### src/rtl/wpbl_pkg.sv
// Shared types, constants and register codes of the wheel power budget limiter.
package wpbl_pkg;

  localparam int MOTORS  = 4;
  localparam int FIELD_W = 15;
  localparam int BUF_W   = 9;
  localparam int CFG_W   = 24;
  localparam int IDX_W   = 3;

  localparam logic [IDX_W-1:0] REG_POWER_LIMIT = 3'd0;
  localparam logic [IDX_W-1:0] REG_TORQUE      = 3'd1;
  localparam logic [IDX_W-1:0] REG_CURRENT_SQ  = 3'd2;
  localparam logic [IDX_W-1:0] REG_SPEED_SQ    = 3'd3;
  localparam logic [IDX_W-1:0] REG_STATIC      = 3'd4;
  localparam logic [IDX_W-1:0] REG_ENTER_LOW   = 3'd5;
  localparam logic [IDX_W-1:0] REG_EXIT_LOW    = 3'd6;
  localparam logic [IDX_W-1:0] REG_CLAMP       = 3'd7;

  // The budget is floor(power_limit * 75 * 2^16 / 85), formed as a multiply by the
  // rounded-up reciprocal of 85 scaled by 2^39, which is exact for a 32-bit dividend.
  localparam logic [31:0] BUDGET_SCALE = 32'd4915200;
  localparam logic [63:0] BUDGET_RECIP = 64'd6467715458;
  localparam int          BUDGET_SHIFT = 39;
  localparam logic [5:0]  PEN_HOLD_W   = 6'd25;
  localparam logic [5:0]  PEN_ENTRY_W  = 6'd35;

  typedef logic signed [FIELD_W-1:0] fld_t;

  typedef enum logic [1:0] {
    PEN_NONE,
    PEN_HOLD,
    PEN_ENTRY
  } pen_e;

  typedef struct packed {
    fld_t [MOTORS-1:0] speed;
    fld_t [MOTORS-1:0] cmd;
    pen_e              pen;
    logic              low;
  } item_t;

  typedef struct packed {
    fld_t [MOTORS-1:0] limit;
    logic              over;
    logic              low;
  } result_t;

  typedef struct packed {
    logic [8:0]  power_limit;
    logic [23:0] torque;
    logic [23:0] current_sq;
    logic [23:0] speed_sq;
    logic [21:0] static_pw;
    logic [8:0]  enter_low;
    logic [8:0]  exit_low;
    logic [13:0] clamp;
  } cfg_t;

  typedef enum logic [1:0] {
    MDU_MUL,
    MDU_DIV,
    MDU_SQRT
  } mdu_op_e;

  typedef struct packed {
    mdu_op_e     op;
    logic [87:0] x;
    logic [63:0] y;
  } mdu_req_t;

  function automatic logic [5:0] pen_watts(input pen_e pen);
    logic [5:0] w;
    w = 6'd0;
    case (pen)
      PEN_HOLD:  w = PEN_HOLD_W;
      PEN_ENTRY: w = PEN_ENTRY_W;
      default:   w = 6'd0;
    endcase
    return w;
  endfunction

endpackage

### src/rtl/wpbl_queue.sv
// Two-entry queue that carries classified ticks from the front end to the solver.
module wpbl_queue (
  input  logic           clk_i,
  input  logic           rst_ni,
  input  logic           push_i,
  input  wpbl_pkg::item_t item_i,
  output logic           full_o,
  output logic           valid_o,
  output wpbl_pkg::item_t item_o,
  input  logic           pop_i
);
  import wpbl_pkg::*;

  item_t      mem_q [2];
  logic       wr_q, wr_d;
  logic       rd_q, rd_d;
  logic [1:0] cnt_q, cnt_d;

  assign full_o  = (cnt_q == 2'd2);
  assign valid_o = (cnt_q != 2'd0);
  assign item_o  = mem_q[rd_q];

  always_comb begin
    wr_d  = wr_q;
    rd_d  = rd_q;
    cnt_d = cnt_q;
    if (push_i) begin
      wr_d = ~wr_q;
    end
    if (pop_i) begin
      rd_d = ~rd_q;
    end
    if (push_i && !pop_i) begin
      cnt_d = cnt_q + 2'd1;
    end else if (!push_i && pop_i) begin
      cnt_d = cnt_q - 2'd1;
    end
  end

  always_ff @(posedge clk_i or negedge rst_ni) begin
    if (!rst_ni) begin
      wr_q  <= 1'b0;
      rd_q  <= 1'b0;
      cnt_q <= 2'd0;
    end else begin
      wr_q  <= wr_d;
      rd_q  <= rd_d;
      cnt_q <= cnt_d;
    end
  end

  always_ff @(posedge clk_i) begin
    if (push_i) begin
      mem_q[wr_q] <= item_i;
    end
  end

endmodule

### config.mk
export PLATFORM = sky130hd
export DESIGN_NAME = wpbl_queue
export DESIGN_NICKNAME = d
export VERILOG_FILES = /design/src/rtl/wpbl_pkg.sv /design/src/rtl/wpbl_queue.sv
export SDC_FILE = /design/constraint.sdc
export NUM_CORES = 1
export LEC_CHECK = 0
export BUFFER_PORTS_ARGS = -buffer_cell sky130_fd_sc_hd__buf_2
export CORE_AREA = 8 8 108 184
export CTS_BUF_LIST = sky130_fd_sc_hd__clkbuf_4 sky130_fd_sc_hd__clkbuf_8 sky130_fd_sc_hd__clkbuf_16
export DETAILED_ROUTE_END_ITERATION = 10
export DIE_AREA = 0 0 116 192
export PLACE_DENSITY = 0.8
export SYNTH_ARGS = -nofsm -noshare
export SYNTH_HDL_FRONTEND = slang
export SYNTH_SLANG_ARGS = --single-unit
export TNS_END_PERCENT = 50
### constraint.sdc
create_clock -name clk_i -period 16.3 [get_ports clk_i]
set_clock_uncertainty 0.1 [all_clocks]
set_input_delay 3.26 -clock clk_i [delete_from_list [all_inputs] [get_ports clk_i]]
set_output_delay 3.26 -clock clk_i [all_outputs]
set_load 0.1 [all_outputs]
==> flow_summary.ini <==
[floorplan]
die_y_um = 192
core_region_area_um2 = 17300
die_x_um = 116
fp.dieArea_um2 = 22300
start_util = 0.538
io_pins = 252
rows = 64

[logic_synthesis]
syn_avg_cell_area_um2 = 23.3
synthCells = 399
synth_top_area_cell = edfxtp_1
synth_top_area_frac = 0.794
synth.distinct_cells = 14
ys_ff_latch = 250
yosys_warnings = 0
syn_area_um2 = 9310
ys_top_cells_by_area = edfxtp_1 79%, mux2_4 9.7%, mux2_2 7.6%, dfrtp_1 1.1%, buf_6 0.97%
synth_nets = 527
seq_area_frac_synth = 0.805

[critical_path]
cp_max_fo = 64
critPathArrivalTime_ns = 3.30
reg2reg_depth = 3
r2r_setup_slack_ns = 13.79
path_class = register to output pin
crit_buf_inv = 2
path_cells = buf_4 > mux2_4 > buf_2
end_kind = output pin
crit_path_start = rd_q$_DFFE_PN0P_
crit_end = item_o[100]
path_delay_family = buffers and inverters
crit_path_top_delay_cell = dfrtp_4
slowest_delay_ns = 1.08
r2r-end = mem_q[0][2]$_DFFE_PP_
required_ns = 12.94
startpoint_type = register
cp.depth = 3
rr_startpoint = wr_q$_DFFE_PN0P_

[drt]
finalWirelength_um = 19100
num_vias = 4643
final_antenna_net_count = 0
post-route-drc-count = 0
wire_per_inst_um = 20.9
viasPerCell = 5.07
dr.pass1.iters = 6
drt_iter0_drc = 263

[worst_hold_path]
hp-class = register to register
whs_path_depth = 1

[timing]
fmax_mhz = 150
hold_viol = 0
setup_viol = 0
slew_viol_final = 0
rsz0062_at_grt = no
finalCritPeriodShare = 0.409
slew_headroom = 0.320
period_minus_slack_ns = 6.66
setup_tns_ns = 0
worst_pin_slew_ns = 1.02

[place]
place_congestion = 0.765
detailed_place_hpwl_um = 13500
portBuffers = 251

[global_routing]
overflow = 0
grt_usage = 0.169
antenna_found_initial = 6
grt_pass1_vias = 5263
grt_pass1_wl_um = 28200
grt_max_degree = 66

[layout]
syn2layout_area_growth_pct = 23.6
drive_above_1_share = 0.613
num-fill-cells = 1214
nets = 792

[clock_network]
clk_pin_slew_ns = 0.06
numCtsBuffers = 22
root_buffer = clkbuf_16
cts_resized = 0
clkLatencyLatePin_ns = 0.48
cts_tree = yes
cts_buffer_depth = 3
post_cts_buffers = 0
clock_sinks = 250
htreeDepth = 1
holdBufCountCts = 0

[run]
drv_cap = 0

[run_status]
outcome = complete, no violations
-- metrics by stage --
step | instances | util | setup slack [ns] | hold slack, ns | area, µm²
detailed placement | 871 | 0.623 | 10.16 | 0.378 | 10800
global route | 915 | 0.665 | 9.47 | 0.410 | 11500
CTS | 911 | 0.665 | 9.62 | 0.391 | 11500
floorplan | 399 | - | 6.98 | 0.347 | 9310
global placement | 871 | 0.623 | 10.23 | 0.364 | 10800
finish | 915 | 0.665 | 9.64 | 0.391 | 11500
-- worst min-delay path by stage --
stage / start / endpoint / slack, ns
final: cnt_q[1]$_DFFE_PN0P_ / cnt_q[1]$_DFFE_PN0P_ / 0.39
after global routing: cnt_q[1]$_DFFE_PN0P_ / cnt_q[1]$_DFFE_PN0P_ / 0.41
after CTS: cnt_q[1]$_DFFE_PN0P_ / cnt_q[1]$_DFFE_PN0P_ / 0.39
after detailed placement: cnt_q[1]$_DFFE_PN0P_ / cnt_q[1]$_DFFE_PN0P_ / 0.38
after global placement: cnt_q[1]$_DFFE_PN0P_ / cnt_q[1]$_DFFE_PN0P_ / 0.36
after floorplan: cnt_q[1]$_DFFE_PN0P_ / cnt_q[1]$_DFFE_PN0P_ / 0.35
-- layout by cell type, fill, tap and decap left out, drive strengths merged, types with 2 or more instances in the layout --
master    netlist  routed
buf            14     255
edfxtp        246     246
mux2          123     123
clkbuf          0      27
clkinv          0       9
diode           0       4
xor2            4       4
dfrtp           4       4
clkinvlp        0       2
bufinv          0       2
nor2b           2       2
-- synth_stat cells --
| cell | number |
|---|---|
| mux2_2 | 63 |
| and2_1 | 1 |
| mux2_4 | 60 |
| dfrtp_1 | 4 |
| buf_6 | 8 |
| xnor2_1 | 1 |
| or2_2 | 1 |
| nor2_1 | 1 |
| xor2_1 | 4 |
| nor2b_1 | 2 |
| inv_1 | 1 |
| ha_1 | 1 |
| buf_2 | 6 |
| edfxtp_1 | 246 |
-- area by class of cell --
| class | count | area, µm² | area share |
|---|---|---|---|
| sequential | 250 | 7490 | 0.651 |
| timing repair buffer | 255 | 1290 | 0.112 |
| inverter | 1 | 3.75 | 0.000326 |
| clock inverter | 13 | 114 | 0.00990 |
| clock buffer | 27 | 606 | 0.0526 |
| multi-input combinational | 134 | 1710 | 0.148 |
| tap | 231 | 289 | 0.0251 |
| antenna | 4 | 10.0 | 0.000870 |
-- flip-flops by register name (all words and copies together), names as in the netlist --
signal,flops
cnt_q,2
mem_q,246
rd_q,1
wr_q,1
-- kinds of logic (layout without fill, tap and decap cells) --
| logic type | count (synthesis) | after routing | synth area share |
|---|---|---|---|
| multiplexers | 123 | 123 | 0.173 |
| adder cells (fa/ha/maj) | 1 | 1 | 0.00134 |
| AND/OR/NAND/NOR | 5 | 5 | 0.00309 |
| flip-flops | 250 | 250 | 0.805 |
| buffers and inverters | 15 | 296 | 0.0133 |
| XOR/XNOR | 5 | 5 | 0.00471 |
| other | 0 | 4 | 0 |
-- routing by layer --
| metal | global-route usage | wire [µm] | share of wire | vias to the layer above |
|---|---|---|---|---|
| met5 | 0 | 23 | 0.0012 | - |
| met4 | 0.103 | 1020 | 0.053 | 4 |
| met3 | 0.0469 | 1490 | 0.078 | 63 |
| met2 | 0.312 | 10700 | 0.56 | 186 |
| met1 | 0.158 | 5900 | 0.31 | 2269 |
| li1 | - | - | - | 2121 |
Power is left out: the tool's default activity adds up to more than one toggle a clock period on the data nets, which glitch-free logic cannot reach.
