`src/rtl/wpbl_pkg.sv`:
```
// Shared types, constants and register codes of the wheel power budget limiter.
package wpbl_pkg;

  localparam int MOTORS  = 4;
  localparam int FIELD_W = 15;
  localparam int BUF_W   = 9;
  localparam int CFG_W   = 24;
  localparam int IDX_W   = 3;

  localparam logic [IDX_W-1:0] REG_POWER_LIMIT = 3'd0;
  localparam logic [IDX_W-1:0] REG_TORQUE      = 3'd1;
  localparam logic [IDX_W-1:0] REG_CURRENT_SQ  = 3'd2;
  localparam logic [IDX_W-1:0] REG_SPEED_SQ    = 3'd3;
  localparam logic [IDX_W-1:0] REG_STATIC      = 3'd4;
  localparam logic [IDX_W-1:0] REG_ENTER_LOW   = 3'd5;
  localparam logic [IDX_W-1:0] REG_EXIT_LOW    = 3'd6;
  localparam logic [IDX_W-1:0] REG_CLAMP       = 3'd7;

  // The budget is floor(power_limit * 75 * 2^16 / 85), formed as a multiply by the
  // rounded-up reciprocal of 85 scaled by 2^39, which is exact for a 32-bit dividend.
  localparam logic [31:0] BUDGET_SCALE = 32'd4915200;
  localparam logic [63:0] BUDGET_RECIP = 64'd6467715458;
  localparam int          BUDGET_SHIFT = 39;
  localparam logic [5:0]  PEN_HOLD_W   = 6'd25;
  localparam logic [5:0]  PEN_ENTRY_W  = 6'd35;

  typedef logic signed [FIELD_W-1:0] fld_t;

  typedef enum logic [1:0] {
    PEN_NONE,
    PEN_HOLD,
    PEN_ENTRY
  } pen_e;

  typedef struct packed {
    fld_t [MOTORS-1:0] speed;
    fld_t [MOTORS-1:0] cmd;
    pen_e              pen;
    logic              low;
  } item_t;

  typedef struct packed {
    fld_t [MOTORS-1:0] limit;
    logic              over;
    logic              low;
  } result_t;

  typedef struct packed {
    logic [8:0]  power_limit;
    logic [23:0] torque;
    logic [23:0] current_sq;
    logic [23:0] speed_sq;
    logic [21:0] static_pw;
    logic [8:0]  enter_low;
    logic [8:0]  exit_low;
    logic [13:0] clamp;
  } cfg_t;

  typedef enum logic [1:0] {
    MDU_MUL,
    MDU_DIV,
    MDU_SQRT
  } mdu_op_e;

  typedef struct packed {
    mdu_op_e     op;
    logic [87:0] x;
    logic [63:0] y;
  } mdu_req_t;

  function automatic logic [5:0] pen_watts(input pen_e pen);
    logic [5:0] w;
    w = 6'd0;
    case (pen)
      PEN_HOLD:  w = PEN_HOLD_W;
      PEN_ENTRY: w = PEN_ENTRY_W;
      default:   w = 6'd0;
    endcase
    return w;
  endfunction

endpackage

```
`src/rtl/wpbl_front.sv`:
```
// Front end: takes input transfers, runs the low-buffer hysteresis and queues each tick.
module wpbl_front (
  input  logic                               clk_i,
  input  logic                               rst_ni,
  input  logic [8:0]                         enter_low_i,
  input  logic [8:0]                         exit_low_i,
  input  logic                               in_valid_i,
  output logic                               in_ready_o,
  input  wpbl_pkg::fld_t [wpbl_pkg::MOTORS-1:0] speed_i,
  input  wpbl_pkg::fld_t [wpbl_pkg::MOTORS-1:0] cmd_i,
  input  logic [wpbl_pkg::BUF_W-1:0]         buffer_energy_i,
  input  logic                               full_i,
  output logic                               push_o,
  output wpbl_pkg::item_t                    item_o
);
  import wpbl_pkg::*;

  logic low_q, low_d;
  pen_e pen;

  assign in_ready_o = !full_i;
  assign push_o     = in_valid_i && !full_i;

  always_comb begin
    low_d = low_q;
    pen   = PEN_NONE;
    if (low_q) begin
      pen = PEN_HOLD;
      if (buffer_energy_i >= exit_low_i) begin
        low_d = 1'b0;
      end
    end else if (buffer_energy_i < enter_low_i) begin
      pen   = PEN_ENTRY;
      low_d = 1'b1;
    end
  end

  always_comb begin
    item_o.speed = speed_i;
    item_o.cmd   = cmd_i;
    item_o.pen   = pen;
    item_o.low   = low_d;
  end

  always_ff @(posedge clk_i or negedge rst_ni) begin
    if (!rst_ni) begin
      low_q <= 1'b0;
    end else if (push_o) begin
      low_q <= low_d;
    end
  end

endmodule

```
`config.mk`:
```
export PLATFORM = sky130hd
export DESIGN_NAME = wpbl_front
export DESIGN_NICKNAME = d
export VERILOG_FILES = /design/src/rtl/wpbl_pkg.sv /design/src/rtl/wpbl_front.sv
export SDC_FILE = /design/constraint.sdc
export NUM_CORES = 1
export LEC_CHECK = 0
export ABC_AREA = 1
export BUFFER_PORTS_ARGS = -buffer_cell sky130_fd_sc_hd__buf_4
export CAP_MARGIN = 20
export CORE_AREA = 3 3 106 108
export CTS_BUF_LIST = sky130_fd_sc_hd__clkbuf_2 sky130_fd_sc_hd__clkbuf_4 sky130_fd_sc_hd__clkbuf_8
export CTS_CLUSTER_DIAMETER = 200
export DETAILED_ROUTE_END_ITERATION = 12
export DIE_AREA = 0 0 109 111
export PLACE_DENSITY_LB_ADDON = 0.3
export SLEW_MARGIN = 25
export SYNTH_ARGS = -nofsm -noshare
export SYNTH_HDL_FRONTEND = slang
export SYNTH_SLANG_ARGS = --single-unit
export TNS_END_PERCENT = 100
```
`constraint.sdc`:
```
create_clock -name clk_i -period 3.85 [get_ports clk_i]
set_input_delay 0.77 -clock clk_i [delete_from_list [all_inputs] [get_ports clk_i]]
set_output_delay 0.77 -clock clk_i [all_outputs]
set_load 0.02 [all_outputs]
```
==> reports/summary.txt <==
Outcome: finished clean
Max FFs per register: 1
Die Area: 12100 µm²
IO Count: 276
GRT Util Overall: 4.15%
Die Y: 111 µm
Final wirelength: 2730 µm
P_int: 68.5 µW
Synthesis-to-layout area growth: -32.7%
Synthesized area: 1480 µm²
HPWL Detailed: 2500 µm
Syn Area/Cell: 6.82 µm²
Min Tclk post-route: 2.62 ns
ANT cells: 0
Number of nets with antenna violations after routing: 0
Largest regs: low_q: 1 flops
GRT met3 Usage: 1.86%
R2R depth: 8
Worst Path Arrival: 1.85 ns
Max capacitance violation total: 0
First-pass GRT wire length: 4000 µm
Register share of total power: 12.2%
Reg2Reg Launch Point: low_q$_DFFE_PN0P_
Hold Path Stages: 2
GRT Max-Usage Layer: met2
Clock network power share: 0%
Critical Path RT: 3.08 ns
Number of global-route vias before repair: 823
Post-route insts no fill: 266
GPL Wtd Cong: 0.603
Slowest stage cell, crit path: ha_1
Vias per cell: 2.76
FF-to-FF End: low_q$_DFFE_PN0P_
Detailed Routing Iterations Pass 1: 4
DRT iter0 DRCs: 12
Vias: 734
Lkg Pwr: 0.580 nW
Site Rows: 37
Startpoint of the worst hold path: low_q$_DFFE_PN0P_
Clock transition at path regs: 0 ns
Worst-Margin Slew: 0.168 ns
Sequential element share of the synthesized area: 1.69%
Max Clk Rate: 0.381 GHz
Slew Viols, Final: 0
FILL cells: 1212
Final Skew: 0 ns
GRT overflow: 0
Biggest register: low_q
Worst hold endpoint: low_q$_DFFE_PN0P_
DP Cell Count: 266
Unrepaired setup endpoints after global routing: no
Layout cells sized above 1: 32.3%
Nets: 300
Switching part of the total power: 48.1%
Drt drc: 0
Warnings, synthesis: 0
Count of input and output buffers: 35
Fin crit share: 68.1%
Hold Crit Class: flop to flop
PostCTS Resize Cnt: 0
Syn_nets: 385
Avg WL per Cell: 10.3 µm
Final Hold Fails: 0
Initial antenna violation count: 0
Worst path most repeated cell: nand2_1
Hold-fix buffers at CTS: 0
Core Region: 10300 µm²
Power per Cell Area: 133 nW/µm²
R2R Setup Slk: 2.80 ns
Netlist cell types: 13
Setup Buffers After CTS: 0
Crit path max fanout: 2
Crit path cell chain: buf_4, inv_1, ha_1, nand2_1, inv_1, a21oi_2, nand2_1, nand2_1, nand2_1, nand2_2, buf_4
Power consumption: 132 µW
Crit path capture type: output port
Final setup violation count: 0
Initial Util: 14.3%
Logic gate share of total power: 87.8%
Seq cells post-synth: 1
Die W: 109 µm
Clock Latency Late Sink: 0 ns
CP Class: primary input to output port
Peak VDD IR: 0.0224 mV
Startpoint Class: primary input
Final setup TNS: 0 ns
Net Sw Power: 63.5 µW
Cells after synthesis: 217
Met2 Track Usage GR: 6.84%
CP peak stage delay: 0.29 ns
Met1 usage: 3.64%
Slew Limit Headroom: 88.8%
Largest net degree at the start of global routing: 4
==> cells in the mapped netlist <==
| master | n | area [µm²] |
|---|---|---|
| nor2_2 | 1 | 6.26 |
| ha_1 | 17 | 213 |
| buf_4 | 122 | 916 |
| a21oi_2 | 2 | 17.5 |
| dfrtp_1 | 1 | 25.0 |
| nand4_2 | 1 | 12.5 |
| nand3_2 | 1 | 10.0 |
| inv_1 | 31 | 116 |
| nand2_2 | 2 | 12.5 |
| a21oi_1 | 2 | 10.0 |
| nor2_1 | 6 | 22.5 |
| nand3_1 | 1 | 5.00 |
| nand2_1 | 30 | 113 |
==> cell families (layout without fill, tap and decap cells) <==
logic type,after synthesis,in the layout,share of synthesized area [%]
buf+inv,153,66,69.8
simple gates,42,42,12.3
fa+ha+maj,17,17,14.4
compound gates,4,4,1.86
flops,1,1,1.69
==> layout by cell type, fill, tap and decap left out, drive strengths merged <==
| master | netlist | routed |
|---|---|---|
| buf | 122 | 35 |
| nand2 | 32 | 32 |
| nand4 | 1 | 1 |
| nor2 | 7 | 7 |
| a21oi | 4 | 4 |
| ha | 17 | 17 |
| dfrtp | 1 | 1 |
| nand3 | 2 | 2 |
| inv | 31 | 31 |
==> routing by layer <==
layer	part of all wire, %	wire length [µm]
met2	45	1230
met3	14	393
met4	10	281
met5	0	0
met1	30	822
==> critical path: cells and delay by family <==
family                   cells  cell delay (ns)
AO/OA/AOI/OAI                1             0.13
adder cells (fa/ha/maj)      1             0.29
buffers and inverters        4             0.30
AND/OR/NAND/NOR              5             0.37
==> how the worst max path moves through the flow <==
| stage | to | start | cells after the start | slack [ns] |
|---|---|---|---|---|
| after global placement | item_o[0] | exit_low_i[4] | 11 | 1.19 |
| after global routing | item_o[0] | exit_low_i[2] | 11 | 1.10 |
| final | item_o[0] | exit_low_i[4] | 11 | 1.23 |
| after detailed placement | item_o[0] | exit_low_i[4] | 11 | 1.19 |
| after CTS | item_o[0] | exit_low_i[4] | 11 | 1.19 |
| after floorplan | item_o[0] | enter_low_i[8] | 8 | 1.42 |
==> final cells by class <==
class	count	area (µm²)	share of cell area, %
timing repair buffer	35	263	26.4
multi-input combinational	63	422	42.3
sequential	1	25.0	2.51
tap	136	170	17.1
inverter	31	116	11.7
==> power by group through the flow <==
stage | registers (mW) | clock network (mW) | logic [mW]
after global placement | 0.0165 | 0 | 0.120
final | 0.0161 | 0 | 0.116
after CTS | 0.0163 | 0 | 0.121
after global routing | 0.0167 | 0 | 0.135
after floorplan | 0.0149 | 0 | 0.254
after detailed placement | 0.0162 | 0 | 0.120
==> stage by stage <==
step | utilization (%) | instance area [µm²] | worst slack [ns] | hold slack, ns
floorplan | - | 1480 | 1.42 | 0.471
global placement | 9.65 | 996 | 1.19 | 0.533
detailed placement | 9.65 | 996 | 1.19 | 0.532
CTS | 9.65 | 996 | 1.19 | 0.535
global route | 9.65 | 996 | 1.10 | 0.552
finish | 9.65 | 996 | 1.23 | 0.528
No activity file was read; power rests on OpenSTA's default activity.
