==> config.mk <==
export PLATFORM = sky130hd
export DESIGN_NAME = wpbl_mdu
export DESIGN_NICKNAME = d
export VERILOG_FILES = /design/src/rtl/wpbl_pkg.sv /design/src/rtl/wpbl_mdu.sv
export SDC_FILE = /design/constraint.sdc
export NUM_CORES = 2
export LEC_CHECK = 0
export ABC_CLOCK_PERIOD_IN_PS = 9200
export BUFFER_PORTS_ARGS = -buffer_cell sky130_fd_sc_hd__buf_2
export CORE_UTILIZATION = 45
export DETAILED_ROUTE_END_ITERATION = 10
export PLACE_DENSITY_LB_ADDON = 0.1
export SKIP_LAST_GASP = 1
export SYNTH_ARGS = -nofsm -noshare
export SYNTH_HDL_FRONTEND = slang
export SYNTH_SLANG_ARGS = --single-unit
export TNS_END_PERCENT = 100
==> constraint.sdc <==
create_clock -name clk_i -period 9.2 [get_ports clk_i]
set_input_delay 0.46 -clock clk_i [delete_from_list [all_inputs] [get_ports clk_i]]
set_output_delay 0.46 -clock clk_i [all_outputs]
set_load 0.01 [all_outputs]
==> src/rtl/wpbl_pkg.sv <==
// Shared types, constants and register codes of the wheel power budget limiter.
package wpbl_pkg;

  localparam int MOTORS  = 4;
  localparam int FIELD_W = 15;
  localparam int BUF_W   = 9;
  localparam int CFG_W   = 24;
  localparam int IDX_W   = 3;

  localparam logic [IDX_W-1:0] REG_POWER_LIMIT = 3'd0;
  localparam logic [IDX_W-1:0] REG_TORQUE      = 3'd1;
  localparam logic [IDX_W-1:0] REG_CURRENT_SQ  = 3'd2;
  localparam logic [IDX_W-1:0] REG_SPEED_SQ    = 3'd3;
  localparam logic [IDX_W-1:0] REG_STATIC      = 3'd4;
  localparam logic [IDX_W-1:0] REG_ENTER_LOW   = 3'd5;
  localparam logic [IDX_W-1:0] REG_EXIT_LOW    = 3'd6;
  localparam logic [IDX_W-1:0] REG_CLAMP       = 3'd7;

  // The budget is floor(power_limit * 75 * 2^16 / 85), formed as a multiply by the
  // rounded-up reciprocal of 85 scaled by 2^39, which is exact for a 32-bit dividend.
  localparam logic [31:0] BUDGET_SCALE = 32'd4915200;
  localparam logic [63:0] BUDGET_RECIP = 64'd6467715458;
  localparam int          BUDGET_SHIFT = 39;
  localparam logic [5:0]  PEN_HOLD_W   = 6'd25;
  localparam logic [5:0]  PEN_ENTRY_W  = 6'd35;

  typedef logic signed [FIELD_W-1:0] fld_t;

  typedef enum logic [1:0] {
    PEN_NONE,
    PEN_HOLD,
    PEN_ENTRY
  } pen_e;

  typedef struct packed {
    fld_t [MOTORS-1:0] speed;
    fld_t [MOTORS-1:0] cmd;
    pen_e              pen;
    logic              low;
  } item_t;

  typedef struct packed {
    fld_t [MOTORS-1:0] limit;
    logic              over;
    logic              low;
  } result_t;

  typedef struct packed {
    logic [8:0]  power_limit;
    logic [23:0] torque;
    logic [23:0] current_sq;
    logic [23:0] speed_sq;
    logic [21:0] static_pw;
    logic [8:0]  enter_low;
    logic [8:0]  exit_low;
    logic [13:0] clamp;
  } cfg_t;

  typedef enum logic [1:0] {
    MDU_MUL,
    MDU_DIV,
    MDU_SQRT
  } mdu_op_e;

  typedef struct packed {
    mdu_op_e     op;
    logic [87:0] x;
    logic [63:0] y;
  } mdu_req_t;

  function automatic logic [5:0] pen_watts(input pen_e pen);
    logic [5:0] w;
    w = 6'd0;
    case (pen)
      PEN_HOLD:  w = PEN_HOLD_W;
      PEN_ENTRY: w = PEN_ENTRY_W;
      default:   w = 6'd0;
    endcase
    return w;
  endfunction

endpackage

==> src/rtl/wpbl_mdu.sv <==
// Shared arithmetic unit: four-pass 64x64 multiply, radix-2 divide and bitwise square root.
module wpbl_mdu (
  input  logic               clk_i,
  input  logic               rst_ni,
  input  logic               start_i,
  input  wpbl_pkg::mdu_req_t req_i,
  output logic               done_o,
  output logic [127:0]       res_o
);
  import wpbl_pkg::*;

  localparam logic [6:0] MUL_LAST  = 7'd4;
  localparam logic [6:0] DIV_LAST  = 7'd63;
  localparam logic [6:0] SQRT_LAST = 7'd43;

  logic         busy_q;
  logic         done_q;
  logic         pv_q;
  mdu_op_e      op_q;
  logic [6:0]   cnt_q;
  logic [6:0]   last;
  logic [87:0]  x_q;
  logic [63:0]  y_q;
  logic [127:0] acc_q;
  logic [63:0]  pp_q;
  logic [1:0]   sh_q;
  logic [64:0]  rem_q;
  logic [31:0]  mul_a, mul_b;
  logic [64:0]  div_trial;
  logic         div_ge;
  logic [48:0]  sq_r2, sq_t;
  logic         sq_ge;

  assign done_o = done_q;
  assign res_o  = acc_q;

  assign mul_a     = cnt_q[0] ? x_q[63:32] : x_q[31:0];
  assign mul_b     = cnt_q[1] ? y_q[63:32] : y_q[31:0];
  assign div_trial = {rem_q[63:0], x_q[63]};
  assign div_ge    = div_trial >= {1'b0, y_q};
  assign sq_r2     = {rem_q[46:0], x_q[87:86]};
  assign sq_t      = 49'({acc_q[43:0], 2'b01});
  assign sq_ge     = sq_r2 >= sq_t;

  always_comb begin
    case (op_q)
      MDU_MUL:  last = MUL_LAST;
      MDU_DIV:  last = DIV_LAST;
      default:  last = SQRT_LAST;
    endcase
  end

  always_ff @(posedge clk_i or negedge rst_ni) begin
    if (!rst_ni) begin
      busy_q <= 1'b0;
      done_q <= 1'b0;
      pv_q   <= 1'b0;
      cnt_q  <= 7'd0;
      op_q   <= MDU_MUL;
    end else begin
      done_q <= 1'b0;
      if (start_i) begin
        busy_q <= 1'b1;
        op_q   <= req_i.op;
        cnt_q  <= 7'd0;
        pv_q   <= 1'b0;
      end else if (busy_q) begin
        cnt_q <= cnt_q + 7'd1;
        pv_q  <= (op_q == MDU_MUL) && (cnt_q < MUL_LAST);
        if (cnt_q == last) begin
          busy_q <= 1'b0;
          done_q <= 1'b1;
        end
      end
    end
  end

  always_ff @(posedge clk_i) begin
    if (start_i) begin
      x_q   <= req_i.x;
      y_q   <= req_i.y;
      acc_q <= '0;
      rem_q <= '0;
    end else if (busy_q) begin
      case (op_q)
        MDU_MUL: begin
          if (cnt_q < MUL_LAST) begin
            pp_q <= mul_a * mul_b;
            sh_q <= 2'(cnt_q[0]) + 2'(cnt_q[1]);
          end
          if (pv_q) begin
            acc_q <= acc_q + (128'(pp_q) << {sh_q, 5'b0});
          end
        end
        MDU_DIV: begin
          rem_q <= div_ge ? (div_trial - {1'b0, y_q}) : div_trial;
          x_q   <= {x_q[86:0], 1'b0};
          acc_q <= {acc_q[126:0], div_ge};
        end
        MDU_SQRT: begin
          rem_q <= 65'(sq_ge ? (sq_r2 - sq_t) : sq_r2);
          x_q   <= {x_q[85:0], 2'b00};
          acc_q <= {acc_q[126:0], sq_ge};
        end
        default: begin
          acc_q <= acc_q;
        end
      endcase
    end
  end

endmodule

==> results.txt <==
* Slowest cell on crit path: dfrtp_2
- Entering global routing, the biggest net connects 92 pins.
- CTS root buf: clkbuf_16
- First-pass GRT wire length: slightly above 400000 um
* Count of cell instances traversed by the critical path: 30
* Final setup violating endpoints: 0
- Synthesis Warnings: 0
* Met3 Wirelength: ~24000 um
* Seq. cell area: 10700 um^2
- Gate family responsible for the most delay along the worst path: adder cells
* Final critical-path setup slack: 0.308 ns
- Net count after synthesis: 9663
- At the pin with the least slew margin, the transition time is between 1 and 1.5 ns.
* Tightest slew margin relative to the limit: about 17%
- By area the synthesized netlist is led by fa_1, edfxtp_1, ha_1.
- Run status: complete, no violations
* Wire length on met2: ~130000 um
- Hold path depth: 3
- Port buffer count: roughly 290
- Clock tree from TritonCTS: yes
* RePlAce Congestion: between 1 and 1.5
- Slowest stage delay, CP: 0.60 ns
* Worst Setup Path Type: reg -> reg
- The worst setup path is captured at a flip-flop.
- Placed wire-length estimate after detailed placement: between 200000 and 250000 um
- The number of max-slew violations in the final report was 0.
* Yosys top cell by area: fa_1
- The first routing iteration left about 6.1k violations.
- Measured along the y axis, the die boundary spans 388 um.
* Skew final: a little under 0.07 ns
* Post-route antenna net violation count: 0
* Post-synthesis area per instance: 8.29 um^2
* Data arrival time of the critical path: between 9 and 10 ns
- Setup repair after global routing missed its margin: no
- Metal-1 WL: roughly 120000 um
* TNS Setup: 0 ns
* Share of final-layout standard cells stronger than drive strength 1: a little under a tenth
* Element type at the critical path start: flip-flop
- Cell variety after synth: 98
* Cell area after layout: around 75000 um^2
- Yosys reg bits: approximately 420
- Among all flip-flop cells after synthesis, the most frequent one is edfxtp_1.
* Topmost layer with routed signal wires: met5
- The initial antenna violation count is 7.
- Number of CTS-inserted buffers: between 50 and 60
* Min Clock Period, post-route: just under 9 ns
- Main combinational cell family by area after synthesis: adder cells
- Share of the synthesized area in compound gates (AO/OA/AOI/OAI): between 15 and 20%
- Proportion of netlist area held by the largest area contributor: between 20% and 30%
* Most frequent cells in the layout: inv_1, nand2_1, nor2_1
* Routed vias: about 60k
- Placement-stage worst setup slack: roughly 0.22 ns
* Horizontal die dimension: roughly 390 um
* Maximum count of clock buffers along a single path: 3
* Count of TritonRoute iterations in the first routing pass: 6
- The later pin in the worst-skew pair is clocked with a latency of 0.71 ns.
* Number of sinks driven by the clock tree: roughly 420
- The final layout contains between 9k and 10k nets.
- Setup Buffers After CTS: 0
- Summed over all layers, the global routing overflow is 0.
- Mapped Area: 67200 um^2
- Wire length per cell after detailed routing: 27.6 um
* Multiplexer share of the synthesized area: 3.10%
- The final hold violation count was 0.
- Together, buffers and inverters on the worst path number 7.
- Across the run, the number of max-cap violations was 0.
* Number of standard cells after synthesis: a little over 8k
* Data required, critical path: 9.65 ns
- Post-place instance area: 72000 um^2
- XOR/XNOR share of the synthesized area: roughly 3.7%
- In the finished design, the share of the clock period the worst path needs comes to 96.7%.
* Top-Level Pins: ~290
* Async S/R FF share, synth: roughly 2.8%
- Compared with the post-synthesis result, the final layout area differs by 11.0%.
- Post-synthesis share of cell area spent on full adders, half adders and majority gates: roughly 36%
* Final core utilization: 50.4%
- Most frequent cell on the critical path: fa_1
- Effective utilization at floorplan: between 40 and 50%
- The multi-input combinational cells in the finished layout cover a total of between 50000 and 60000 um^2.
* Aggregate global-route resource usage: a little under two fifths
- The H-tree generated during clock tree synthesis spans 2 levels.
- Clock-pin slew on the worst setup and hold paths: roughly 0.060 ns
* Wire length after detailed routing: 285000 um
- Via count of the first global-routing pass: 61.3k
- Post-route DRC violation count: 0
- The floorplan step defined a die boundary enclosing ~150000 um^2.
- Per-cell via count in the routed design: 6.00
- Path class of the lowest-slack min-delay path: in -> reg
- Worst Reg2Reg Path Length in Cells: 30
- Of the total synthesized cell area, the portion taken by AND, OR, NAND and NOR gates is around 16%.
- Along the worst path, the maximum fanout reaches 33.
- Number of flops mapped to enable cells by yosys: ~220
* Fmax achieved: 0.112 GHz
- The library cell used most frequently in the layout, excluding fill and tap cells, is inv_1.
* Post-synthesis sequential area ratio: between 10% and 20%
* Std cell rows: roughly 140
- The layout has roughly 14k filler cells.
- After floorplanning, the core was sized to cover 148000 um^2.
repair_timing:
| action | CTS | global route |
|---|---|---|
| endpoints found under the hold margin | 78 | 0 |
| resized for setup | 0 | 1 |
| hold buffers | 67 | 0 |
| setup endpoints to repair | 0 | 9 |
final cells by class:
type	count	area share (%)
multi-input combinational	6130	68.1
timing repair buffer	623	6.17
sequential	422	14.3
clock inverter	44	0.721
antenna	7	0.0235
tap	1930	3.24
inverter	1085	5.46
clock buffer	62	1.93
Yosys cell counts (all sizes together), types with 36 or more instances:
library cell and number:
a211oi 96, a21o 150, a21oi 491, a22o 36, a31oi 45, and2 55, buf 53, clkbuf 413
dfxtp 192, edfxtp 218, fa 898, ha 505, inv 1085, mux2i 171, nand2 1013, nand3 87
nand4 92, nor2 921, nor2b 71, nor3 72, o211ai 63, o21a 63, o21ai 476, o21bai 80
xnor2 192, xor2 91
final timing paths:
| path | startpoint | end | slack, ns |
|---|---|---|---|
| worst max-delay path | cnt_q[1] | pp_q[57] | 0.31 |
| worst min-delay path | req_i[73] | x_q[9] | 0.04 |
| worst max register to register | cnt_q[1] | pp_q[57] | 0.31 |
| worst min register to register | pv_q | pv_q | 0.48 |
| max in group asynchronous | rst_ni | cnt_q[1] | 8.36 |
| min in group asynchronous | rst_ni | op_q[1] | 0.39 |
layer usage:
metal	global-route usage [%]	up-vias
li1	-	27353
met1	50.1	30799
met2	58.3	3026
met3	6.14	657
met4	18.6	10
met5	0	-
per-stage QoR:
stage               cells  hold slack [ns]
CTS                 10296         0.000233
floorplan            8103            0.164
global placement    10123            0.450
global route        10297           0.0359
detailed placement  10123            0.461
finish              10303           0.0426
registers in the layout, summed over array words and instances (netlist names):
register,cells
res_o,128
rem_q,64
op_q,2
cnt_q,7
done_o,1
pp_q,64
pv_q,1
y_q,64
x_q,88
sh_q,2
busy_q,1
cells by family after synthesis:
kind of cell	after synthesis
and+or+nand+nor	2460
AOI/OAI and AO/OA	1780
buffers and inverters	1551
adders and majority gates	1403
DFF	422
xor gates and xnor gates	283
muxes	204
tightest hold or removal path: cells and delay by family:
kind	cells	cell delay, ns
AOI/OAI and AO/OA	1	0.05
buffers and inverters	1	0.07
and+or+nand+nor	1	0.04
Power is left out: the tool's default activity adds up to more than one toggle a clock period on the data nets, which glitch-free logic cannot reach.
