===== config.mk =====
export PLATFORM = sky130hd
export DESIGN_NAME = wpbl_back
export DESIGN_NICKNAME = d
export VERILOG_FILES = /design/src/rtl/wpbl_pkg.sv /design/src/rtl/wpbl_back.sv
export SDC_FILE = /design/constraint.sdc
export NUM_CORES = 2
export LEC_CHECK = 0
export BUFFER_PORTS_ARGS = -buffer_cell sky130_fd_sc_hd__buf_2
export CORE_UTILIZATION = 45
export DETAILED_ROUTE_END_ITERATION = 10
export GPL_TIMING_DRIVEN = 0
export MAX_ROUTING_LAYER = met4
export PLACE_DENSITY_LB_ADDON = 0.2
export SLEW_MARGIN = 25
export SYNTH_ARGS = -nofsm -noshare
export SYNTH_HDL_FRONTEND = slang
export SYNTH_SLANG_ARGS = --single-unit
export TNS_END_PERCENT = 10

===== constraint.sdc =====
create_clock -name clk_i -period 17.3 [get_ports clk_i]
set_input_delay 1.73 -clock clk_i [delete_from_list [all_inputs] [get_ports clk_i]]
set_output_delay 1.73 -clock clk_i [all_outputs]
set_load 0.01 [all_outputs]

===== src/rtl/wpbl_pkg.sv =====
// Shared types, constants and register codes of the wheel power budget limiter.
package wpbl_pkg;

  localparam int MOTORS  = 4;
  localparam int FIELD_W = 15;
  localparam int BUF_W   = 9;
  localparam int CFG_W   = 24;
  localparam int IDX_W   = 3;

  localparam logic [IDX_W-1:0] REG_POWER_LIMIT = 3'd0;
  localparam logic [IDX_W-1:0] REG_TORQUE      = 3'd1;
  localparam logic [IDX_W-1:0] REG_CURRENT_SQ  = 3'd2;
  localparam logic [IDX_W-1:0] REG_SPEED_SQ    = 3'd3;
  localparam logic [IDX_W-1:0] REG_STATIC      = 3'd4;
  localparam logic [IDX_W-1:0] REG_ENTER_LOW   = 3'd5;
  localparam logic [IDX_W-1:0] REG_EXIT_LOW    = 3'd6;
  localparam logic [IDX_W-1:0] REG_CLAMP       = 3'd7;

  // The budget is floor(power_limit * 75 * 2^16 / 85), formed as a multiply by the
  // rounded-up reciprocal of 85 scaled by 2^39, which is exact for a 32-bit dividend.
  localparam logic [31:0] BUDGET_SCALE = 32'd4915200;
  localparam logic [63:0] BUDGET_RECIP = 64'd6467715458;
  localparam int          BUDGET_SHIFT = 39;
  localparam logic [5:0]  PEN_HOLD_W   = 6'd25;
  localparam logic [5:0]  PEN_ENTRY_W  = 6'd35;

  typedef logic signed [FIELD_W-1:0] fld_t;

  typedef enum logic [1:0] {
    PEN_NONE,
    PEN_HOLD,
    PEN_ENTRY
  } pen_e;

  typedef struct packed {
    fld_t [MOTORS-1:0] speed;
    fld_t [MOTORS-1:0] cmd;
    pen_e              pen;
    logic              low;
  } item_t;

  typedef struct packed {
    fld_t [MOTORS-1:0] limit;
    logic              over;
    logic              low;
  } result_t;

  typedef struct packed {
    logic [8:0]  power_limit;
    logic [23:0] torque;
    logic [23:0] current_sq;
    logic [23:0] speed_sq;
    logic [21:0] static_pw;
    logic [8:0]  enter_low;
    logic [8:0]  exit_low;
    logic [13:0] clamp;
  } cfg_t;

  typedef enum logic [1:0] {
    MDU_MUL,
    MDU_DIV,
    MDU_SQRT
  } mdu_op_e;

  typedef struct packed {
    mdu_op_e     op;
    logic [87:0] x;
    logic [63:0] y;
  } mdu_req_t;

  function automatic logic [5:0] pen_watts(input pen_e pen);
    logic [5:0] w;
    w = 6'd0;
    case (pen)
      PEN_HOLD:  w = PEN_HOLD_W;
      PEN_ENTRY: w = PEN_ENTRY_W;
      default:   w = 6'd0;
    endcase
    return w;
  endfunction

endpackage


===== src/rtl/wpbl_back.sv =====
// Back end: sequencer that models motor power, scales it to the budget and solves each limit.
module wpbl_back (
  input  logic               clk_i,
  input  logic               rst_ni,
  input  wpbl_pkg::cfg_t     cfg_i,
  input  logic               q_valid_i,
  input  wpbl_pkg::item_t    q_item_i,
  output logic               q_pop_o,
  output logic               mdu_start_o,
  output wpbl_pkg::mdu_req_t mdu_req_o,
  input  logic               mdu_done_i,
  input  logic [127:0]       mdu_res_i,
  output logic               out_valid_o,
  input  logic               out_ready_i,
  output wpbl_pkg::result_t  out_o
);
  import wpbl_pkg::*;

  localparam logic [2:0] ST_IDLE   = 3'd0;
  localparam logic [2:0] ST_BUDGET = 3'd1;
  localparam logic [2:0] ST_POWER  = 3'd2;
  localparam logic [2:0] ST_DECIDE = 3'd3;
  localparam logic [2:0] ST_SCALE  = 3'd4;
  localparam logic [2:0] ST_SOLVE  = 3'd5;
  localparam logic [2:0] ST_FINISH = 3'd6;

  localparam logic [63:0] SAT_POS = 64'h0000_0000_7FFF_FFFF;

  logic [2:0]        state_q;
  logic [2:0]        step_q;
  logic [1:0]        k_q;
  logic              wait_q;
  item_t             item_q;
  logic signed [63:0] b_q;
  logic signed [63:0] pw_q [MOTORS];
  logic signed [63:0] p_q;
  logic [63:0]       m_q;
  logic [63:0]       total_q;
  logic              over_q;
  logic              sgn_q;
  logic signed [63:0] scaled_q;
  logic [63:0]       bmag_q;
  logic              bneg_q;
  logic [127:0]      bb_q;
  logic signed [63:0] c_q;
  logic [127:0]      fac_q;
  logic [127:0]      d_q;
  logic [63:0]       sq_q;
  fld_t [MOTORS-1:0] held_q;
  result_t           res_q;
  logic              out_valid_q;

  logic              use_mdu;
  logic signed [15:0] spd, cmd;
  logic [15:0]       sabs, cabs;
  logic signed [63:0] pw_cur;
  logic [63:0]       pwabs, babs, cabs64, numabs;
  logic signed [63:0] total;
  logic signed [63:0] p_fin, c_new, bsig, num, static_q24;
  logic [63:0]       res64;
  logic [13:0]       lim_mag;
  fld_t              lim;
  logic              last_motor;

  assign q_pop_o     = (state_q == ST_IDLE) && q_valid_i;
  assign out_valid_o = out_valid_q;
  assign out_o       = res_q;
  assign mdu_start_o = use_mdu && !wait_q;

  assign spd        = 16'($signed(item_q.speed[k_q]));
  assign cmd        = 16'($signed(item_q.cmd[k_q]));
  assign sabs       = spd[15] ? 16'(-spd) : 16'(spd);
  assign cabs       = cmd[15] ? 16'(-cmd) : 16'(cmd);
  assign pw_cur     = pw_q[k_q];
  assign pwabs      = pw_cur[63] ? 64'(-pw_cur) : 64'(pw_cur);
  assign babs       = b_q[63] ? 64'(-b_q) : 64'(b_q);
  assign cabs64     = c_q[63] ? 64'(-c_q) : 64'(c_q);
  assign res64      = mdu_res_i[63:0];
  assign static_q24 = $signed(64'(cfg_i.static_pw) << 24);
  assign p_fin      = p_q + $signed(res64) + static_q24;
  assign c_new      = $signed(res64) + static_q24 - (scaled_q <<< 24);
  assign bsig       = bneg_q ? -$signed(bmag_q) : $signed(bmag_q);
  assign num        = (cmd > 16'sd0) ? ($signed(sq_q) - bsig) : (-bsig - $signed(sq_q));
  assign numabs     = num[63] ? 64'(-num) : 64'(num);
  assign lim_mag    = (res64 > 64'(cfg_i.clamp)) ? cfg_i.clamp : res64[13:0];
  assign lim        = num[63] ? -$signed({1'b0, lim_mag}) : $signed({1'b0, lim_mag});
  assign last_motor = (k_q == 2'(MOTORS - 1));

  always_comb begin
    total = '0;
    for (int i = 0; i < MOTORS; i++) begin
      if (!pw_q[i][63]) begin
        total = total + pw_q[i];
      end
    end
  end

  always_comb begin
    use_mdu        = 1'b0;
    mdu_req_o.op   = MDU_MUL;
    mdu_req_o.x    = '0;
    mdu_req_o.y    = '0;
    unique case (state_q)
      ST_BUDGET: begin
        use_mdu      = 1'b1;
        mdu_req_o.x  = 88'(64'(cfg_i.power_limit) * 64'(BUDGET_SCALE));
        mdu_req_o.y  = BUDGET_RECIP;
      end
      ST_POWER: begin
        use_mdu = 1'b1;
        case (step_q)
          3'd0: begin
            mdu_req_o.x = 88'(sabs);
            mdu_req_o.y = 64'(cabs);
          end
          3'd1: begin
            mdu_req_o.x = 88'(cfg_i.torque);
            mdu_req_o.y = m_q;
          end
          3'd2: begin
            mdu_req_o.x = 88'(sabs);
            mdu_req_o.y = 64'(sabs);
          end
          3'd3: begin
            mdu_req_o.x = 88'(cfg_i.speed_sq);
            mdu_req_o.y = m_q;
          end
          3'd4: begin
            mdu_req_o.x = 88'(cabs);
            mdu_req_o.y = 64'(cabs);
          end
          default: begin
            mdu_req_o.x = 88'(cfg_i.current_sq);
            mdu_req_o.y = m_q;
          end
        endcase
      end
      ST_SCALE: begin
        use_mdu = 1'b1;
        if (step_q == 3'd0) begin
          mdu_req_o.x = 88'(pwabs);
          mdu_req_o.y = babs;
        end else begin
          mdu_req_o.op = MDU_DIV;
          mdu_req_o.x  = 88'(m_q);
          mdu_req_o.y  = total_q;
        end
      end
      ST_SOLVE: begin
        use_mdu = (step_q != 3'd5);
        case (step_q)
          3'd0: begin
            mdu_req_o.x = 88'(cfg_i.torque);
            mdu_req_o.y = 64'(sabs);
          end
          3'd1: begin
            mdu_req_o.x = 88'(bmag_q);
            mdu_req_o.y = bmag_q;
          end
          3'd2: begin
            mdu_req_o.x = 88'(sabs);
            mdu_req_o.y = 64'(sabs);
          end
          3'd3: begin
            mdu_req_o.x = 88'(cfg_i.speed_sq);
            mdu_req_o.y = m_q;
          end
          3'd4: begin
            mdu_req_o.x = 88'({cfg_i.current_sq, 2'b00});
            mdu_req_o.y = cabs64;
          end
          3'd6: begin
            mdu_req_o.op = MDU_SQRT;
            mdu_req_o.x  = d_q[87:0];
          end
          3'd7: begin
            mdu_req_o.op = MDU_DIV;
            mdu_req_o.x  = 88'(numabs);
            mdu_req_o.y  = 64'({cfg_i.current_sq, 1'b0});
          end
          default: begin
            mdu_req_o.x = '0;
          end
        endcase
      end
      default: begin
        use_mdu = 1'b0;
      end
    endcase
  end

  always_ff @(posedge clk_i or negedge rst_ni) begin
    if (!rst_ni) begin
      state_q     <= ST_IDLE;
      step_q      <= 3'd0;
      k_q         <= 2'd0;
      wait_q      <= 1'b0;
      out_valid_q <= 1'b0;
      held_q      <= '0;
    end else begin
      if (out_valid_q && out_ready_i) begin
        out_valid_q <= 1'b0;
      end
      if (mdu_start_o) begin
        wait_q <= 1'b1;
      end else if (wait_q && mdu_done_i) begin
        wait_q <= 1'b0;
      end

      unique case (state_q)
        ST_IDLE: begin
          if (q_valid_i) begin
            item_q  <= q_item_i;
            step_q  <= 3'd0;
            state_q <= ST_BUDGET;
          end
        end

        ST_BUDGET: begin
          if (wait_q && mdu_done_i) begin
            b_q     <= $signed(64'(mdu_res_i >> BUDGET_SHIFT))
                       - $signed(64'(pen_watts(item_q.pen)) << 16);
            k_q     <= 2'd0;
            step_q  <= 3'd0;
            state_q <= ST_POWER;
          end
        end

        ST_POWER: begin
          if (wait_q && mdu_done_i) begin
            step_q <= step_q + 3'd1;
            case (step_q)
              3'd0: begin
                m_q   <= res64;
                sgn_q <= spd[15] ^ cmd[15];
              end
              3'd1: p_q <= sgn_q ? -$signed(res64) : $signed(res64);
              3'd2: m_q <= res64;
              3'd3: p_q <= p_q + $signed(res64);
              3'd4: m_q <= res64;
              default: begin
                pw_q[k_q] <= p_fin >>> 24;
                step_q    <= 3'd0;
                if (last_motor) begin
                  state_q <= ST_DECIDE;
                end else begin
                  k_q <= k_q + 2'd1;
                end
              end
            endcase
          end
        end

        ST_DECIDE: begin
          k_q    <= 2'd0;
          step_q <= 3'd0;
          if (total > b_q) begin
            over_q  <= 1'b1;
            total_q <= 64'(total);
            state_q <= ST_SCALE;
          end else begin
            over_q  <= 1'b0;
            held_q  <= item_q.cmd;
            state_q <= ST_FINISH;
          end
        end

        ST_SCALE: begin
          if (wait_q && mdu_done_i) begin
            if (step_q == 3'd0) begin
              m_q   <= res64;
              sgn_q <= pw_cur[63] ^ b_q[63];
              if (total_q == 64'd0) begin
                scaled_q <= '0;
                if (cfg_i.current_sq == 24'd0) begin
                  held_q[k_q] <= '0;
                  if (last_motor) begin
                    state_q <= ST_FINISH;
                  end else begin
                    k_q <= k_q + 2'd1;
                  end
                end else begin
                  state_q <= ST_SOLVE;
                end
              end else begin
                step_q <= 3'd1;
              end
            end else begin
              step_q <= 3'd0;
              if (sgn_q && (res64 != 64'd0)) begin
                if (last_motor) begin
                  state_q <= ST_FINISH;
                end else begin
                  k_q <= k_q + 2'd1;
                end
              end else begin
                scaled_q <= $signed((res64 > SAT_POS) ? SAT_POS : res64);
                if (cfg_i.current_sq == 24'd0) begin
                  held_q[k_q] <= '0;
                  if (last_motor) begin
                    state_q <= ST_FINISH;
                  end else begin
                    k_q <= k_q + 2'd1;
                  end
                end else begin
                  state_q <= ST_SOLVE;
                end
              end
            end
          end
        end

        ST_SOLVE: begin
          if (step_q == 3'd5) begin
            if (c_q <= 64'sd0) begin
              d_q    <= bb_q + fac_q;
              step_q <= 3'd6;
            end else if (fac_q > bb_q) begin
              held_q[k_q] <= '0;
              step_q      <= 3'd0;
              if (last_motor) begin
                state_q <= ST_FINISH;
              end else begin
                k_q     <= k_q + 2'd1;
                state_q <= ST_SCALE;
              end
            end else begin
              d_q    <= bb_q - fac_q;
              step_q <= 3'd6;
            end
          end else if (wait_q && mdu_done_i) begin
            step_q <= step_q + 3'd1;
            case (step_q)
              3'd0: begin
                bmag_q <= res64;
                bneg_q <= spd[15];
              end
              3'd1: bb_q  <= mdu_res_i;
              3'd2: m_q   <= res64;
              3'd3: c_q   <= c_new;
              3'd4: fac_q <= mdu_res_i;
              3'd6: sq_q  <= res64;
              default: begin
                held_q[k_q] <= lim;
                step_q      <= 3'd0;
                if (last_motor) begin
                  state_q <= ST_FINISH;
                end else begin
                  k_q     <= k_q + 2'd1;
                  state_q <= ST_SCALE;
                end
              end
            endcase
          end
        end

        ST_FINISH: begin
          if (!out_valid_q) begin
            res_q.limit <= held_q;
            res_q.over  <= over_q;
            res_q.low   <= item_q.low;
            out_valid_q <= 1'b1;
            state_q     <= ST_IDLE;
          end
        end

        default: begin
          state_q <= ST_IDLE;
        end
      endcase
    end
  end

endmodule


==> results_tabular.tex <==
\begin{tabular}{lr}
\hline
Metric & Value \\
\hline
\multicolumn{2}{l}{\textbf{Run status}} \\
\quad Run status & finished with violations \\
\quad Violations in the final reports & design-rule violations \\
\multicolumn{2}{l}{\textbf{Timing}} \\
\quad Final count of pins violating max slew & 0 \\
\quad Final hold violation count & 0 \\
\quad Worst max-slew margin expressed relative to the limit & 10.30\% \\
\quad Unrepaired setup endpoints after global routing & no \\
\quad Post-route clock skew & 0.07565 ns \\
\quad Worst Max-Slew Pin Slew & 1.331 ns \\
\quad Post-layout min period & 16.80 ns \\
\quad Post-route setup slack & 0.5035 ns \\
\quad Max Clk Rate & 59.54 MHz \\
\quad Share of the clock period used by the worst path after layout & 97.09\% \\
\quad Final number of setup-violating endpoints & 0 \\
\multicolumn{2}{l}{\textbf{Worst setup path}} \\
\quad Slowest-stage cell, CP & sky130\_fd\_sc\_hd\_\_nor4\_1 \\
\quad Critical path required time & 18.02 ns \\
\quad Critical path arrival & 17.52 ns \\
\quad Endpoint kind of the worst setup timing path & flop \\
\quad Crit path largest cell delay & 0.70 ns \\
\quad Critical Path Most Common Cell & sky130\_fd\_sc\_hd\_\_o21ai\_0 \\
\quad Nature of the critical path startpoint & flop \\
\quad Highest net fanout along the worst path & 10 \\
\quad Path type of the worst setup path & reg -> reg \\
\multicolumn{2}{l}{\textbf{Clocking}} \\
\quad Sink count of the clock tree & 1,250 \\
\quad H-tree level count & 4 \\
\quad Register clock-pin slew on the reported worst setup and hold paths & 0.06 ns \\
\quad TritonCTS Buffers & 150 \\
\quad Number of gates resized after cts & 0 \\
\quad CTS tree & yes \\
\quad Post-CTS Repair Setup Buffers & 0 \\
\quad Cell at the root of the clock tree & sky130\_fd\_sc\_hd\_\_clkbuf\_16 \\
\quad Clock network latency to the later pin of the worst-skew pair & 0.88 ns \\
\quad Largest buffer count on any clock path & 3 \\
\quad Hold-fix buffers at CTS & 0 \\
\multicolumn{2}{l}{\textbf{Floorplanning}} \\
\quad Area of the die & 0.2242 mm2 \\
\quad Chip Width & 473.5 um \\
\quad Cell row count & 172 \\
\quad Initial core utilization & 45.40\% \\
\quad Core Box Area & 0.2204 mm2 \\
\quad Die outline height & 473.5 um \\
\quad Io pins & 610 \\
\multicolumn{2}{l}{\textbf{Synth}} \\
\quad Synth top cells by count & sky130\_fd\_sc\_hd\_\_edfxtp\_1, sky130\_fd\_sc\_hd\_\_ha\_1, sky130\_fd\_sc\_hd\_\_o21ai\_0, sky130\_fd\_sc\_hd\_\_a21oi\_1, sky130\_fd\_sc\_hd\_\_nand2\_1 \\
\quad Fraction of registers with async set/reset & 5.600\% \\
\quad Mapped Area & 0.1000 mm2 \\
\quad Main combinational cell family by area after synthesis & compound AO/OA/AOI/OAI gates \\
\quad Synth area leaders & sky130\_fd\_sc\_hd\_\_edfxtp\_1, sky130\_fd\_sc\_hd\_\_ha\_1, sky130\_fd\_sc\_hd\_\_xnor2\_1 \\
\quad Area fraction of the dominant cell type after synthesis & 35.42\% \\
\quad Fraction of the mapped netlist area in adder cells & 11.95\% \\
\quad Cell accounting for the most synthesized area & sky130\_fd\_sc\_hd\_\_edfxtp\_1 \\
\quad Warning count from the yosys run & 0 \\
\quad Gate Count Post-Synth & 10,560 \\
\quad Area share of xor/xnor cells in the synthesized design & 8.789\% \\
\quad Average footprint of a synthesized cell & 9.479 um2 \\
\quad Cell with the most instances after synthesis & sky130\_fd\_sc\_hd\_\_edfxtp\_1 \\
\quad Count of flip-flops with a built-in enable after synthesis & 1,180 \\
\quad Post-synthesis compound-gate area fraction & 21.86\% \\
\quad Cell variety after synth & 123 \\
\quad Simple-gate area share of the yosys netlist & 13.53\% \\
\quad Synthesis-stage register bit count & 1,250 \\
\quad Fraction of synthesized area in multiplexers & 2.387\% \\
\quad Sequential element share of the synthesized area & 37.17\% \\
\quad Most used flip-flop cell after synthesis & sky130\_fd\_sc\_hd\_\_edfxtp\_1 \\
\multicolumn{2}{l}{\textbf{Detailed routing}} \\
\quad Sum of routed wire length over all layers & 528,100 um \\
\quad Total via count after detailed routing & 98,160 \\
\quad Detailed-router iteration count before antenna repair & 11 \\
\quad Number of DRC markers in iteration 0 & 16,480 \\
\quad Number of routed nets with antenna violations & 0 \\
\quad Vias per Instance & 6.732 \\
\quad Remaining routing DRC violations & 11 \\
\quad Routed length per placed instance & 36.22 um \\
\multicolumn{2}{l}{\textbf{Global routing}} \\
\quad Busiest layer in global routing & met2 \\
\quad GR Layer Usage met1 & 59.09\% \\
\quad Number of antenna violations at the first check in global routing & 93 \\
\quad Met2 track utilization from global routing & 63.44\% \\
\quad Total congestion overflow & 0 \\
\quad Global-route wire length before repair & 709,100 um \\
\quad Tot GR Track Use & 46.96\% \\
\quad Pin count of the biggest net entering global routing & 56 \\
\quad Grt met3 use & 14.11\% \\
\quad Vias in the first global route & 89,270 \\
\multicolumn{2}{l}{\textbf{Power and ir drop}} \\
\quad Leakage power total & 45.29 nW \\
\quad Total power consumption of the routed design & 13.93 mW \\
\quad Power density over the cells & 122.6 mW/mm2 \\
\quad Peak supply drop & 114.4 uV \\
\multicolumn{2}{l}{\textbf{Min path}} \\
\quad Kind of path behind the tightest hold check & reg -> reg \\
\multicolumn{2}{l}{\textbf{Placed design}} \\
\quad Cell count after placement & 14,210 \\
\quad Number of buffer cells added on primary ports & 591 \\
\quad Post-placement worst setup slack & 0.3754 ns \\
\quad Estimated wirelength of the detail-placed design & 429,600 um \\
\quad RePlAce Congestion & 1.162 \\
\multicolumn{2}{l}{\textbf{Final layout}} \\
\quad Count of nets after finishing & 12,720 \\
\quad Fraction of final layout cells with drive strength greater than 1 & 10.66\% \\
\quad Synth-to-layout area growth & 13.58\% \\
\quad Fin cells & 14,580 \\
\multicolumn{2}{l}{\textbf{Flow run}} \\
\quad \# Max-Cap Violations & 0 \\
\hline
\end{tabular}
worst paths after layout:
check	from	endpoint	slack, ns	cells past startpoint
max in group asynchronous	rst_ni	held_q[57]	15.86	2
min in group asynchronous	rst_ni	held_q[15]	0.76	1
worst max-delay path	pw_q[0][62]	held_q[57]	0.50	56
worst min-delay path	item_q[0]	out_o[0]	0.43	0
worst max register to register	pw_q[0][62]	held_q[57]	0.50	56
worst min register to register	item_q[0]	out_o[0]	0.43	0
flip-flops by register name, indices dropped and copies added, names as in the netlist, 88 cells and up:
| signal | cells |
|---|---|
| bb_q | 128 |
| d_q | 88 |
| fac_q | 128 |
| item_q | 123 |
| pw_q | 160 |
metal layers:
| metal | up-vias | share of wire, % |
|---|---|---|
| li1 | 41440 | - |
| met1 | 47880 | 38 |
| met2 | 7315 | 40 |
| met3 | 1522 | 13 |
| met4 | 0 | 8.5 |
| met5 | - | 0 |
cell type report:
class | instances | area, um2
plain buffers | 443 | 1809
inverters | 675 | 2534
fillers | 20580 | 106700
multi-input cells | 8218 | 59030
well taps | 2958 | 3701
clock inverters | 95 | 1071
flip-flops and latches | 1250 | 37190
repair buffers | 663 | 4154
clock buffers | 181 | 3901
diodes | 98 | 245.2
critical path: cells and delay by family (launching register included):
| family | cells | cell delay [ns] |
|---|---|---|
| multiplexers | 2 | 0.78 |
| XOR/XNOR | 3 | 0.63 |
| AO/OA/AOI/OAI | 23 | 6.35 |
| flip-flops | 1 | 0.65 |
| AND/OR/NAND/NOR | 17 | 4.01 |
| adder cells (fa/ha/maj) | 4 | 1.61 |
| buffers and inverters | 7 | 2.56 |
kinds of logic (layout without fill, tap and decap cells):
kind of cell | Yosys count | count (layout)
buffers and inverters | 1118 | 2057
AND/OR/NAND/NOR | 2765 | 2765
multiplexers | 145 | 145
XOR/XNOR | 1004 | 1004
other | 1 | 130
adder cells (fa/ha/maj) | 932 | 932
flip-flops | 1250 | 1250
AO/OA/AOI/OAI | 3340 | 3340
stage by stage:
step	hold slack, ns	setup TNS, ns	utilization (%)	cell area [um2]
after floorplan	0.4003	0	-	100200
after global placement	0.4223	-159.58	48.47	106800
after detailed placement	0.4127	0	49.15	108300
after CTS	0.4354	0	51.41	113300
after global routing	0.4378	0	51.51	113500
final	0.4335	0	51.57	113600
layout by cell type (no fill, tap or decap), types with 396 or more instances in the layout:
cell type	n
sky130_fd_sc_hd__xor2_1	396
sky130_fd_sc_hd__edfxtp_1	1180
sky130_fd_sc_hd__ha_1	891
sky130_fd_sc_hd__buf_2	645
sky130_fd_sc_hd__nor2_1	684
sky130_fd_sc_hd__nand2_1	784
sky130_fd_sc_hd__a21oi_1	798
sky130_fd_sc_hd__xnor2_1	588
sky130_fd_sc_hd__inv_1	673
sky130_fd_sc_hd__o21ai_0	789
report_power, final:
group          switching (mW)  internal, mW
logic                    5.11          1.81
registers               0.158          3.60
clock network            1.47          1.78
total                    6.74          7.19
Power figures use the tool's default switching activity.
